**src/tdde_pkg.sv**
```systemverilog
// Shared types and constants for the time/date digit entry editor.
// No dependencies; imported by every module of the block.
package tdde_pkg;

  localparam int unsigned NUM_DIGITS = 14;
  localparam logic [3:0]  LAST_POS   = 4'd13;
  localparam logic [7:0]  ASCII_ZERO = 8'd48;
  localparam logic [7:0]  ASCII_NINE = 8'd57;

  typedef enum logic [1:0] {
    MODE_CLEAR = 2'd0,
    MODE_LEFT  = 2'd1,
    MODE_RIGHT = 2'd2,
    MODE_KEY   = 2'd3
  } mode_e;

  typedef logic [3:0] digit_t;
  typedef digit_t [NUM_DIGITS-1:0] digits_t;
  typedef logic [3:0] cursor_t;

  // Decoded field values of one result.
  typedef struct packed {
    logic [4:0] hour;
    logic [5:0] minute;
    logic [5:0] second;
    logic [4:0] day;
    logic [3:0] month;
    logic [7:0] year;
    cursor_t    cursor;
  } fields_t;

endpackage

```
**src/tdde_state.sv**
```systemverilog
// Digit store and cursor with the edit rules for one transaction.
// Depends on tdde_pkg. Outputs the state as it stands after the item.
module tdde_state import tdde_pkg::*; (
  input  logic    clk_i,
  input  logic    rst_ni,
  input  logic    en_i,
  input  mode_e   mode_i,
  input  logic [7:0] key_i,
  output digits_t digits_o,
  output cursor_t cursor_o
);

  digits_t digits_q, digits_d;
  cursor_t cursor_q, cursor_d;
  logic       is_digit;
  logic [7:0] key_off;
  digit_t     k;

  // Position rules; some look at a neighboring digit.
  function automatic logic digit_allowed(cursor_t pos, digit_t kv, digits_t d);
    logic ok;
    ok = 1'b0;
    unique case (pos) inside
      4'd0:        ok = (kv <= 4'd1) || (kv == 4'd2 && d[1] <= 4'd3);
      4'd1:        ok = (d[0] == 4'd2) ? (kv <= 4'd3) : 1'b1;
      4'd2, 4'd4:  ok = (kv <= 4'd5);
      4'd3, 4'd5:  ok = 1'b1;
      4'd6:        ok = (kv <= 4'd2) || (kv == 4'd3 && d[7] <= 4'd1);
      4'd7:        ok = (d[6] == 4'd3) ? (kv <= 4'd1) : 1'b1;
      4'd8:        ok = (kv == 4'd0) || (kv == 4'd1 && d[9] <= 4'd1);
      4'd9:        ok = (d[8] == 4'd1) ? (kv <= 4'd1) : 1'b1;
      4'd10:       ok = (kv == 4'd0);
      4'd11:       ok = (kv <= 4'd1) ||
                        (kv == 4'd2 && d[12] == 4'd0 && d[13] == 4'd0);
      4'd12, 4'd13: ok = (d[11] == 4'd2) ? (kv == 4'd0) : 1'b1;
      default:     ok = 1'b0;
    endcase
    return ok;
  endfunction

  assign is_digit = (key_i >= ASCII_ZERO) && (key_i <= ASCII_NINE);
  assign key_off  = key_i - ASCII_ZERO;
  assign k        = key_off[3:0];

  always_comb begin
    digits_d = digits_q;
    cursor_d = cursor_q;
    unique case (mode_i)
      MODE_CLEAR: begin
        digits_d = '0;
        cursor_d = LAST_POS;
      end
      MODE_LEFT: begin
        if (cursor_q != 4'd0) cursor_d = cursor_q - 4'd1;
      end
      MODE_RIGHT: begin
        if (cursor_q != LAST_POS) cursor_d = cursor_q + 4'd1;
      end
      MODE_KEY: begin
        if (is_digit && cursor_q <= LAST_POS && digit_allowed(cursor_q, k, digits_q)) begin
          digits_d[cursor_q] = k;
        end
      end
      default: begin
        digits_d = digits_q;
      end
    endcase
  end

  always_ff @(posedge clk_i or negedge rst_ni) begin
    if (!rst_ni) begin
      digits_q <= '0;
      cursor_q <= LAST_POS;
    end else if (en_i) begin
      digits_q <= digits_d;
      cursor_q <= cursor_d;
    end
  end

  assign digits_o = digits_d;
  assign cursor_o = cursor_d;

endmodule

```
**src/tdde_fmt.sv**
```systemverilog
// Builds the decimal field values from the digit store and cursor.
// Depends on tdde_pkg. Pure combinational.
module tdde_fmt import tdde_pkg::*; (
  input  digits_t digits_i,
  input  cursor_t cursor_i,
  output fields_t fields_o
);

  logic [7:0]  hour_w, minute_w, second_w, day_w, month_w;
  logic [13:0] year_w;

  function automatic logic [7:0] pair_val(digit_t hi, digit_t lo);
    return 8'(hi) * 8'd10 + 8'(lo);
  endfunction

  assign hour_w   = pair_val(digits_i[0], digits_i[1]);
  assign minute_w = pair_val(digits_i[2], digits_i[3]);
  assign second_w = pair_val(digits_i[4], digits_i[5]);
  assign day_w    = pair_val(digits_i[6], digits_i[7]);
  assign month_w  = pair_val(digits_i[8], digits_i[9]);
  assign year_w   = 14'(digits_i[10]) * 14'd1000 + 14'(digits_i[11]) * 14'd100
                  + 14'(digits_i[12]) * 14'd10 + 14'(digits_i[13]);

  assign fields_o.hour   = hour_w[4:0];
  assign fields_o.minute = minute_w[5:0];
  assign fields_o.second = second_w[5:0];
  assign fields_o.day    = day_w[4:0];
  assign fields_o.month  = month_w[3:0];
  assign fields_o.year   = year_w[7:0];
  assign fields_o.cursor = cursor_i;

endmodule

```
**src/time_date_digit_entry_editor.sv**
```systemverilog
// Top level of the time/date digit entry editor: stream ports and result register.
// Depends on tdde_pkg, tdde_state and tdde_fmt.
//
// Usage:
//   Slave channel carries one command per transaction: clear, cursor left,
//   cursor right, or an ASCII key. Master channel returns one result per
//   command: hour, minute, second, day, month, year and cursor after the edit.
//   A result is valid in the cycle after its input transaction; throughput is
//   one transaction per cycle while the receiver takes results. The edit and the
//   decimal conversion sit between the state registers and the result register.
//   s_axis_tready_o is high when the result register is empty or being read
//   in the same cycle, so a stalled receiver holds the result and blocks
//   only new input; back-to-back traffic flows while m_axis_tready_i is high.
//   Reset clears all digits and places the cursor on the last year digit,
//   the same as a clear command, and empties the result register.
module time_date_digit_entry_editor import tdde_pkg::*; (
  input  logic        clk_i,
  input  logic        rst_ni,
  input  logic        s_axis_tvalid_i,
  output logic        s_axis_tready_o,
  input  logic [15:0] s_axis_tdata_i,   // mode[1:0], key[9:2], zero pad
  output logic        m_axis_tvalid_o,
  input  logic        m_axis_tready_i,
  // hour[4:0], minute[10:5], second[16:11], day[21:17], month[25:22],
  // year[33:26], cursor[37:34], zero pad
  output logic [39:0] m_axis_tdata_o
);

  logic    s_acc;
  logic    out_valid_q;
  fields_t res_q;
  fields_t fields;
  digits_t digits_nxt;
  cursor_t cursor_nxt;
  mode_e   mode;

  assign s_axis_tready_o = !out_valid_q || m_axis_tready_i;
  assign s_acc           = s_axis_tvalid_i && s_axis_tready_o;
  assign mode            = mode_e'(s_axis_tdata_i[1:0]);

  tdde_state u_state (
    .clk_i    (clk_i),
    .rst_ni   (rst_ni),
    .en_i     (s_acc),
    .mode_i   (mode),
    .key_i    (s_axis_tdata_i[9:2]),
    .digits_o (digits_nxt),
    .cursor_o (cursor_nxt)
  );

  tdde_fmt u_fmt (
    .digits_i (digits_nxt),
    .cursor_i (cursor_nxt),
    .fields_o (fields)
  );

  always_ff @(posedge clk_i or negedge rst_ni) begin
    if (!rst_ni) begin
      out_valid_q <= 1'b0;
    end else if (s_acc) begin
      out_valid_q <= 1'b1;
    end else if (m_axis_tready_i) begin
      out_valid_q <= 1'b0;
    end
  end

  always_ff @(posedge clk_i) begin
    if (s_acc) begin
      res_q <= fields;
    end
  end

  assign m_axis_tvalid_o = out_valid_q;
  assign m_axis_tdata_o  = {2'b00, res_q.cursor, res_q.year, res_q.month, res_q.day,
                            res_q.second, res_q.minute, res_q.hour};

`ifndef SYNTH
  a_cursor_range: assert property (@(posedge clk_i) disable iff (!rst_ni)
    m_axis_tvalid_o |-> m_axis_tdata_o[37:34] <= LAST_POS)
    else $error("cursor beyond last digit");

  a_fields_range: assert property (@(posedge clk_i) disable iff (!rst_ni)
    m_axis_tvalid_o |-> (m_axis_tdata_o[4:0] <= 5'd23 && m_axis_tdata_o[10:5] <= 6'd59 &&
                         m_axis_tdata_o[16:11] <= 6'd59 && m_axis_tdata_o[21:17] <= 5'd31 &&
                         m_axis_tdata_o[25:22] <= 4'd12 && m_axis_tdata_o[33:26] <= 8'd200))
    else $error("time or date field out of range");

  a_result_follows: assert property (@(posedge clk_i) disable iff (!rst_ni)
    s_acc |=> m_axis_tvalid_o)
    else $error("accepted command produced no result");

  a_clear_result: assert property (@(posedge clk_i) disable iff (!rst_ni)
    (s_acc && s_axis_tdata_i[1:0] == MODE_CLEAR) |=>
      (m_axis_tdata_o[33:0] == 34'd0 && m_axis_tdata_o[37:34] == LAST_POS))
    else $error("clear did not reset digits and cursor");
`endif

endmodule

```
**config.mk**
```make
export PLATFORM = sky130hd
export DESIGN_NAME = time_date_digit_entry_editor
export DESIGN_NICKNAME = d
export VERILOG_FILES = /design/src/tdde_pkg.sv /design/src/tdde_state.sv /design/src/tdde_fmt.sv /design/src/time_date_digit_entry_editor.sv
export SDC_FILE = /design/constraint.sdc
export NUM_CORES = 1
export LEC_CHECK = 0
export ABC_AREA = 1
export BUFFER_PORTS_ARGS = -buffer_cell sky130_fd_sc_hd__buf_2
export CAP_MARGIN = 20
export CORE_UTILIZATION = 60
export DETAILED_ROUTE_END_ITERATION = 8
export HOLD_SLACK_MARGIN = 0.03
export PLACE_DENSITY = 0.77
export SETUP_SLACK_MARGIN = 0.15
export SYNTH_ARGS = -nofsm -noshare
export SYNTH_HDL_FRONTEND = slang
export SYNTH_HIERARCHICAL = 1
export SYNTH_SLANG_ARGS = --single-unit
```
**constraint.sdc**
```tcl
create_clock -name clk_i -period 14.6 [get_ports clk_i]
set_input_delay 0 -clock clk_i [delete_from_list [all_inputs] [get_ports clk_i]]
set_output_delay 0 -clock clk_i [all_outputs]
set_load 0.05 [all_outputs]
```
==> results.md, run 1 <==
- CTS sink cnt: 99
- Crit end category: flip-flop
- # IOs: 62
- Post-cts sizing count: 0
- Final setup violation count: 0
- Most frequent cells in the layout: nand2_1, inv_1, nand3_1
- Gate Count Post-Synth: approximately 1100
- Final Instance Area: slightly above 9000 um^2
- TritonCTS Buffers: 9
- CORE AREA: roughly 14000 um^2
- Global-route wire length before repair: roughly 32000 um
- WS Path Type: flip-flop to flip-flop
- Max clock buf depth: 2
- Area growth syn-to-layout: 5.31%
- Die area: between 15000 and 20000 um^2
- Gr usage total: about a quarter
- Most common cell after layout, fill and taps aside: nand2_1
- P per Cell Area: 97.9 nW/um^2
- Main synth FF type: dfrtp_1
- Max-Slew Margin vs Limit: 38.0%
- EDFF count, synth: 38
- Gpl congestion: around 0.87
- Final clock skew: 0.00970 ns
- Slowest stage delay, CP: around 0.8 ns
- Clock transition at path regs: 0.07 ns
- CTS tree: done
- Syn avg cell area: between 7 and 8 um^2
- Pin count of the biggest net entering global routing: just over 60
- Die Y: 123 um
- Hold slack: 0.239 ns
- Most Frequent Cell on Critical Path: ha_1
- Maximum vdd drop: 0.0698 mV
- Status: finished, final reports clean
- Pre-Repair DR Iteration Count: 5
- Wire per inst: approximately 14 um
- Yosys warnings: 6
- Antenna diodes: 0
- Placed Area: 8930 um^2
- Maxcap violations: 0
- Tcrit/Tclk final: between 40% and 50%
- CP arrival: about 7 ns
- Overflow after GRT: 0
- Initial antenna violation count: 0
- Flops & latches, synth: 99
- Number of placement rows: between 40 and 50
- Critical-path top delay cell: buf_4
- Root Buffer: clkbuf_16
- Fin nets: 1242
- Worst Path Required: around 15 ns
- Share of cells above drive strength 1: a little over a fifth
- Critical Path Fanout Max: 57
- Setup TNS: 0 ns
- Initial Util: 62.5%
- Final Max Tran Viols: 0
- Crit start category: flip-flop
- Max Fclk: 145 MHz
- Fin. Hold Viols: 0
- Vias/cell: roughly 5.4
- H-tree depth: 3
- Post-DRT Antenna Nets: 0
- Total power: between 900 and 1000 uW
- HPWL Detailed: roughly 12000 um
- DRT iter0 DRCs: roughly 450
- Count of cell types in the netlist: 44
- Asr flop ratio synth: 61.6%
- Port Buffers: 53
- Worst skew pair latency: about 0.36 ns
- Reg2reg path depth: 28
- Leakage power: between 0.004 and 0.005 uW
- Synth Cell Area: about 9000 um^2
- Unrepaired setup endpoints after global routing: no
- Vias in the first global route: roughly 6700
- Min cycle time layout: between 6 and 7 ns
- Post-route DRC: 0
- Via count: about 7300
- Hold path depth: 5
- Share of the yosys chip area belonging to registers: a little under a third
- Slew @ Worst Pin: around 0.93 ns
- Final WL: approximately 19000 um
- Chip width: between 100 and 150 um
- Worst Hold Class: primary input to flip-flop
- Post-CTS Setup Bufs: 0
-- final timing paths --
path,slack [ns],end,from
min in group asynchronous,0.38,u_state/digits_q[31],rst_ni
hold reg to reg,0.51,u_state/digits_q[23],u_state/digits_q[23]
hold / removal,0.24,u_state/cursor_q[0],s_axis_tdata_i[1]
setup / recovery,7.71,m_axis_tdata_o[33],u_state/cursor_q[0]
max in group asynchronous,13.66,u_state/digits_q[10],rst_ni
setup reg to reg,7.71,m_axis_tdata_o[33],u_state/cursor_q[0]
-- power by group --
part | switching (uW) | total, uW | internal [uW]
registers | 23.3 | 337 | 314
clock network | 107 | 259 | 152
logic | 228 | 312 | 84.6
-- through the flow --
step           setup slack [ns]  utilization, %  instances
3_5_place_dp               7.70            63.4       1325
3_3_place_gp               7.79            63.4       1325
5_1_grt                    7.33            65.8       1344
6_report                   7.71            65.8       1344
2_1_floorplan              9.66               -       1148
4_1_cts                    7.73            65.8       1344
-- cells in the mapped netlist (13+ instances only) --
library cell    n  area (um^2)
clkbuf_1       15         56.3
inv_1         120          450
nand2_4        45          507
nand3_2        40          400
fa_1           13          260
nand3_1       100          500
dfrtp_1        58         1450
nor2_1         27          101
edfxtp_1       38         1140
buf_2          22          110
a21oi_1        13         65.1
ha_1           50          626
o21ai_0        72          360
buf_4          17          128
nand2_2        45          282
xnor2_1        16          140
nand2_1       386         1450
-- final cells by class --
cell class / instances / area [um^2]
Timing Repair Buffer: 64 / 355
Inverter: 134 / 520
Tap cell: 180 / 225
Multi-Input combinational cell: 851 / 5190
Clock inverter: 1 / 30.0
Sequential cell: 99 / 2670
Clock buffer: 15 / 288
Fill cell: 1209 / 4810
-- cell families (layout without fill, tap and decap cells) --
kind of cell | after synthesis | count (layout) | synth area share, %
buffers and inverters | 198 | 214 | 11.1
XOR/XNOR | 24 | 24 | 2.38
AND/OR/NAND/NOR | 669 | 669 | 40.4
other | 1 | 2 | 0.0425
flip-flops | 99 | 99 | 30.3
adder cells (fa/ha/maj) | 63 | 63 | 10.1
AO/OA/AOI/OAI | 93 | 93 | 5.74
-- critical path, delay by kind of cell (launching register included) --
family	cells	cell delay (ns)
xor+xnor	1	0.19
fa+ha+maj	7	2.29
buf+inv	4	1.22
flops	1	0.61
simple gates	16	2.29
-- state kept, by name (all words and copies together), names as in the netlist --
| signal | cells |
|---|---|
| m_axis_tvalid_o | 1 |
| u_state/cursor_q | 4 |
| u_state/digits_q | 56 |
| m_axis_tdata_o | 38 |
-- metal layers --
layer | up-vias | routed length (um) | GRT usage [%]
li1 | 3631 | - | -
met1 | 3382 | 8230 | 33.5
met2 | 218 | 9270 | 46.1
met3 | 30 | 1140 | 4.15
met4 | 0 | 297 | 8.06
met5 | - | 0 | 0
-- repair_timing --
item / 4_1_cts / 5_1_grt
endpoints found under the setup margin: 0 / 0
hold buffers: 3 / 0
hold endpoints to repair: 59 / 0
Note: power is estimated with default switching activity, not from simulation.
==> run 2, diff against run 1 <==
==> constraint.sdc (replaced) <==
create_clock -name clk_i -period 6.9 [get_ports clk_i]
set_input_delay 0 -clock clk_i [delete_from_list [all_inputs] [get_ports clk_i]]
set_output_delay 0 -clock clk_i [all_outputs]
set_load 0.05 [all_outputs]
==> results.md, run 2 (same netlist as run 1, synthesis figures left out) <==
- Status: finished, final reports clean
- Unrepaired setup endpoints after global routing: no
- H-tree depth: 3 (unchanged)
- Placed Area: 8960 um^2 (+0.34%)
- Worst Hold Class: primary input to flip-flop
- Via count: 7200 (-0.84%)
- Maximum vdd drop: 0.162 mV (+130%)
- Top Metal Used: met4
- Pre-CTS WS: 1.24 ns (-6.46 ns)
- Max-Slew Margin vs Limit: 42.6% (+4.6 points)
- WS Path Type: flip-flop to flip-flop
- Initial antenna violation count: 0 (unchanged)
- DRT iter0 DRCs: 613 (+38%)
- Final setup violation count: 0 (unchanged)
- Crit end category: flip-flop
- Initial Util: 62.5% (unchanged)
- Vias/cell: 5.34 (-1.1%)
- TritonCTS Buffers: 9 (unchanged)
- Pre-Repair DR Iteration Count: 5 (unchanged)
- Global-route wire length before repair: 32400 um (+2.8%)
- Worst skew pair latency: 0.36 ns (about the same)
- Final Instance Area: 9300 um^2 (+0.19%)
- Most Frequent Cell on Critical Path: ha_1
- CTS tree: done
- Crit start category: flip-flop
- Total power: 1910 uW (+110%)
- Final WL: 19200 um (+1.4%)
- Min cycle time layout: 5.68 ns (-1.21 ns)
- Post-route DRC: 0 (unchanged)
- Final WS setup: 1.22 ns (-6.49 ns)
- Wire per inst: 14.2 um (+1.1%)
- Worst Path Required: 7.02 ns (-7.70 ns)
- Gpl congestion: 0.893 (+3.2%)
- CP delay by family, top: adder cells
- Post-DRT Antenna Nets: 0 (unchanged)
- Final clock skew: 0.00850 ns (-0.00121 ns)
- CP arrival: 5.80 ns (-1.21 ns)
- P per Cell Area: 206 nW/um^2 (+110%)
- Max clock buf depth: 2 (unchanged)
- Post-CTS Setup Bufs: 0 (unchanged)
- Chip width: 123 um (unchanged)
- Largest Register: u_state/digits_q
- Share of cells above drive strength 1: 21.8% (+0.35 points)
- Die Y: 123 um (unchanged)
- Maxcap violations: 0 (unchanged)
- Final Max Tran Viols: 0 (unchanged)
- Top Registers: u_state/digits_q (56), m_axis_tdata_o (38), u_state/cursor_q (4)
- Max Fclk: 176 MHz (+21%)
- Bufs and invs on worst path: 3 (-1)
- Fin. Hold Viols: 0 (unchanged)
- Area growth syn-to-layout: 5.51%
- Slew @ Worst Pin: 0.861 ns (-0.0690 ns)
- CORE AREA: 14100 um^2 (unchanged)
- Slowest stage delay, CP: 0.60 ns (-0.22 ns)
- Pin count of the biggest net entering global routing: 62 (unchanged)
- Vias in the first global route: 6720 (+0.16%)
- Root Buffer: clkbuf_16
- Port Buffers: 53 (unchanged)
- Met1 Wirelength: 8650 um (+5.1%)
- Setup TNS: 0 ns (unchanged)
- Final Util: 66.0% (+0.12 points)
- Met3 WL post-DR: 942 um (-18%)
- # IOs: 62 (unchanged)
- Clock transition at path regs: 0.07 ns (about the same)
- Critical Path Fanout Max: 34 (-40%)
- Leakage power: 0.00477 uW (+0.34%)
- Met2 WL post-DR: 9290 um (+0.24%)
- Max FFs per register: 56 (unchanged)
- Antenna diodes: 0 (unchanged)
- Number of placement rows: 43 (unchanged)
- Tcrit/Tclk final: 82.3% (+35 points)
- Filler cell count: 1227 (+1.5%)
- CTS sink cnt: 99 (unchanged)
- Fin nets: 1246 (+0.32%)
- Die area: 15200 um^2 (unchanged)
- Most frequent cells in the layout: nand2_1, inv_1, nand3_1
- Overflow after GRT: 0 (unchanged)
- Reg-to-reg setup timing slack: 1.22 ns (-6.49 ns)
- Most common cell after layout, fill and taps aside: nand2_1
- HPWL Detailed: 12900 um (+4.2%)
- Gr usage total: 27.4% (+0.90 points)
- Critical-path top delay cell: dfstp_2
## run 2: cell types whose count changed in the layout (fill, tap and decap cells not counted), sizes merged
cell	previous run	this run
buf	61	65
clkinv	1	4
clkbuf	15	12
## run 2: power by group
part	total (uW)	internal [uW]	switching (uW)	leakage, uW
sequential	713	664	48.7	0.00121
combinational	670	185	485	0.00342
clock	530	301	229	0.000153
## run 2: per-stage QoR
step	hold WS, ns	std cells
floorplan	-0.296	1148
global placement	0.241	1329
detailed placement	0.250	1329
CTS	0.243	1348
global route	0.306	1348
finish	0.241	1348
## run 2: worst paths after layout
path                                      start                    to  depth (start not counted)
setup / recovery            u_state/cursor_q[0]    m_axis_tdata_o[33]                         27
hold / removal                s_axis_tdata_i[1]   u_state/cursor_q[0]                          5
setup reg to reg            u_state/cursor_q[0]    m_axis_tdata_o[33]                         27
hold reg to reg            u_state/digits_q[47]  u_state/digits_q[47]                          2
max in group asynchronous                rst_ni       m_axis_tvalid_o                          3
min in group asynchronous                rst_ni  u_state/digits_q[28]                          3
## run 2: area by class of cell
| type | instances | area [um^2] | area share, % |
|---|---|---|---|
| Clock buffer | 12 | 256 | 2.76 |
| Clock inverter | 4 | 48.8 | 0.525 |
| Inverter | 134 | 520 | 5.60 |
| Multi-Input combinational cell | 851 | 5190 | 55.8 |
| Sequential cell | 99 | 2670 | 28.7 |
| Tap cell | 180 | 225 | 2.42 |
| Timing Repair Buffer | 68 | 385 | 4.14 |
## run 2: repair_timing
item,in CTS,in global routing
setup endpoints to repair,0,0
hold buffers,3,0
gates resized for setup,0,0
hold endpoints to repair,59,0
## run 2: worst min-delay path, stage by stage
cell,delay (ns)
buf_2,0.10
ha_1,0.21
a22oi_1,0.13
nand2_1,0.07
o21ai_0,0.08
## run 2: per-layer routing
metal | vias up | global-route usage, %
met3 | 31 | 4.89
met2 | 195 | 45.9
li1 | 3630 | -
met4 | 0 | 9.04
met5 | - | 0
met1 | 3344 | 35.5
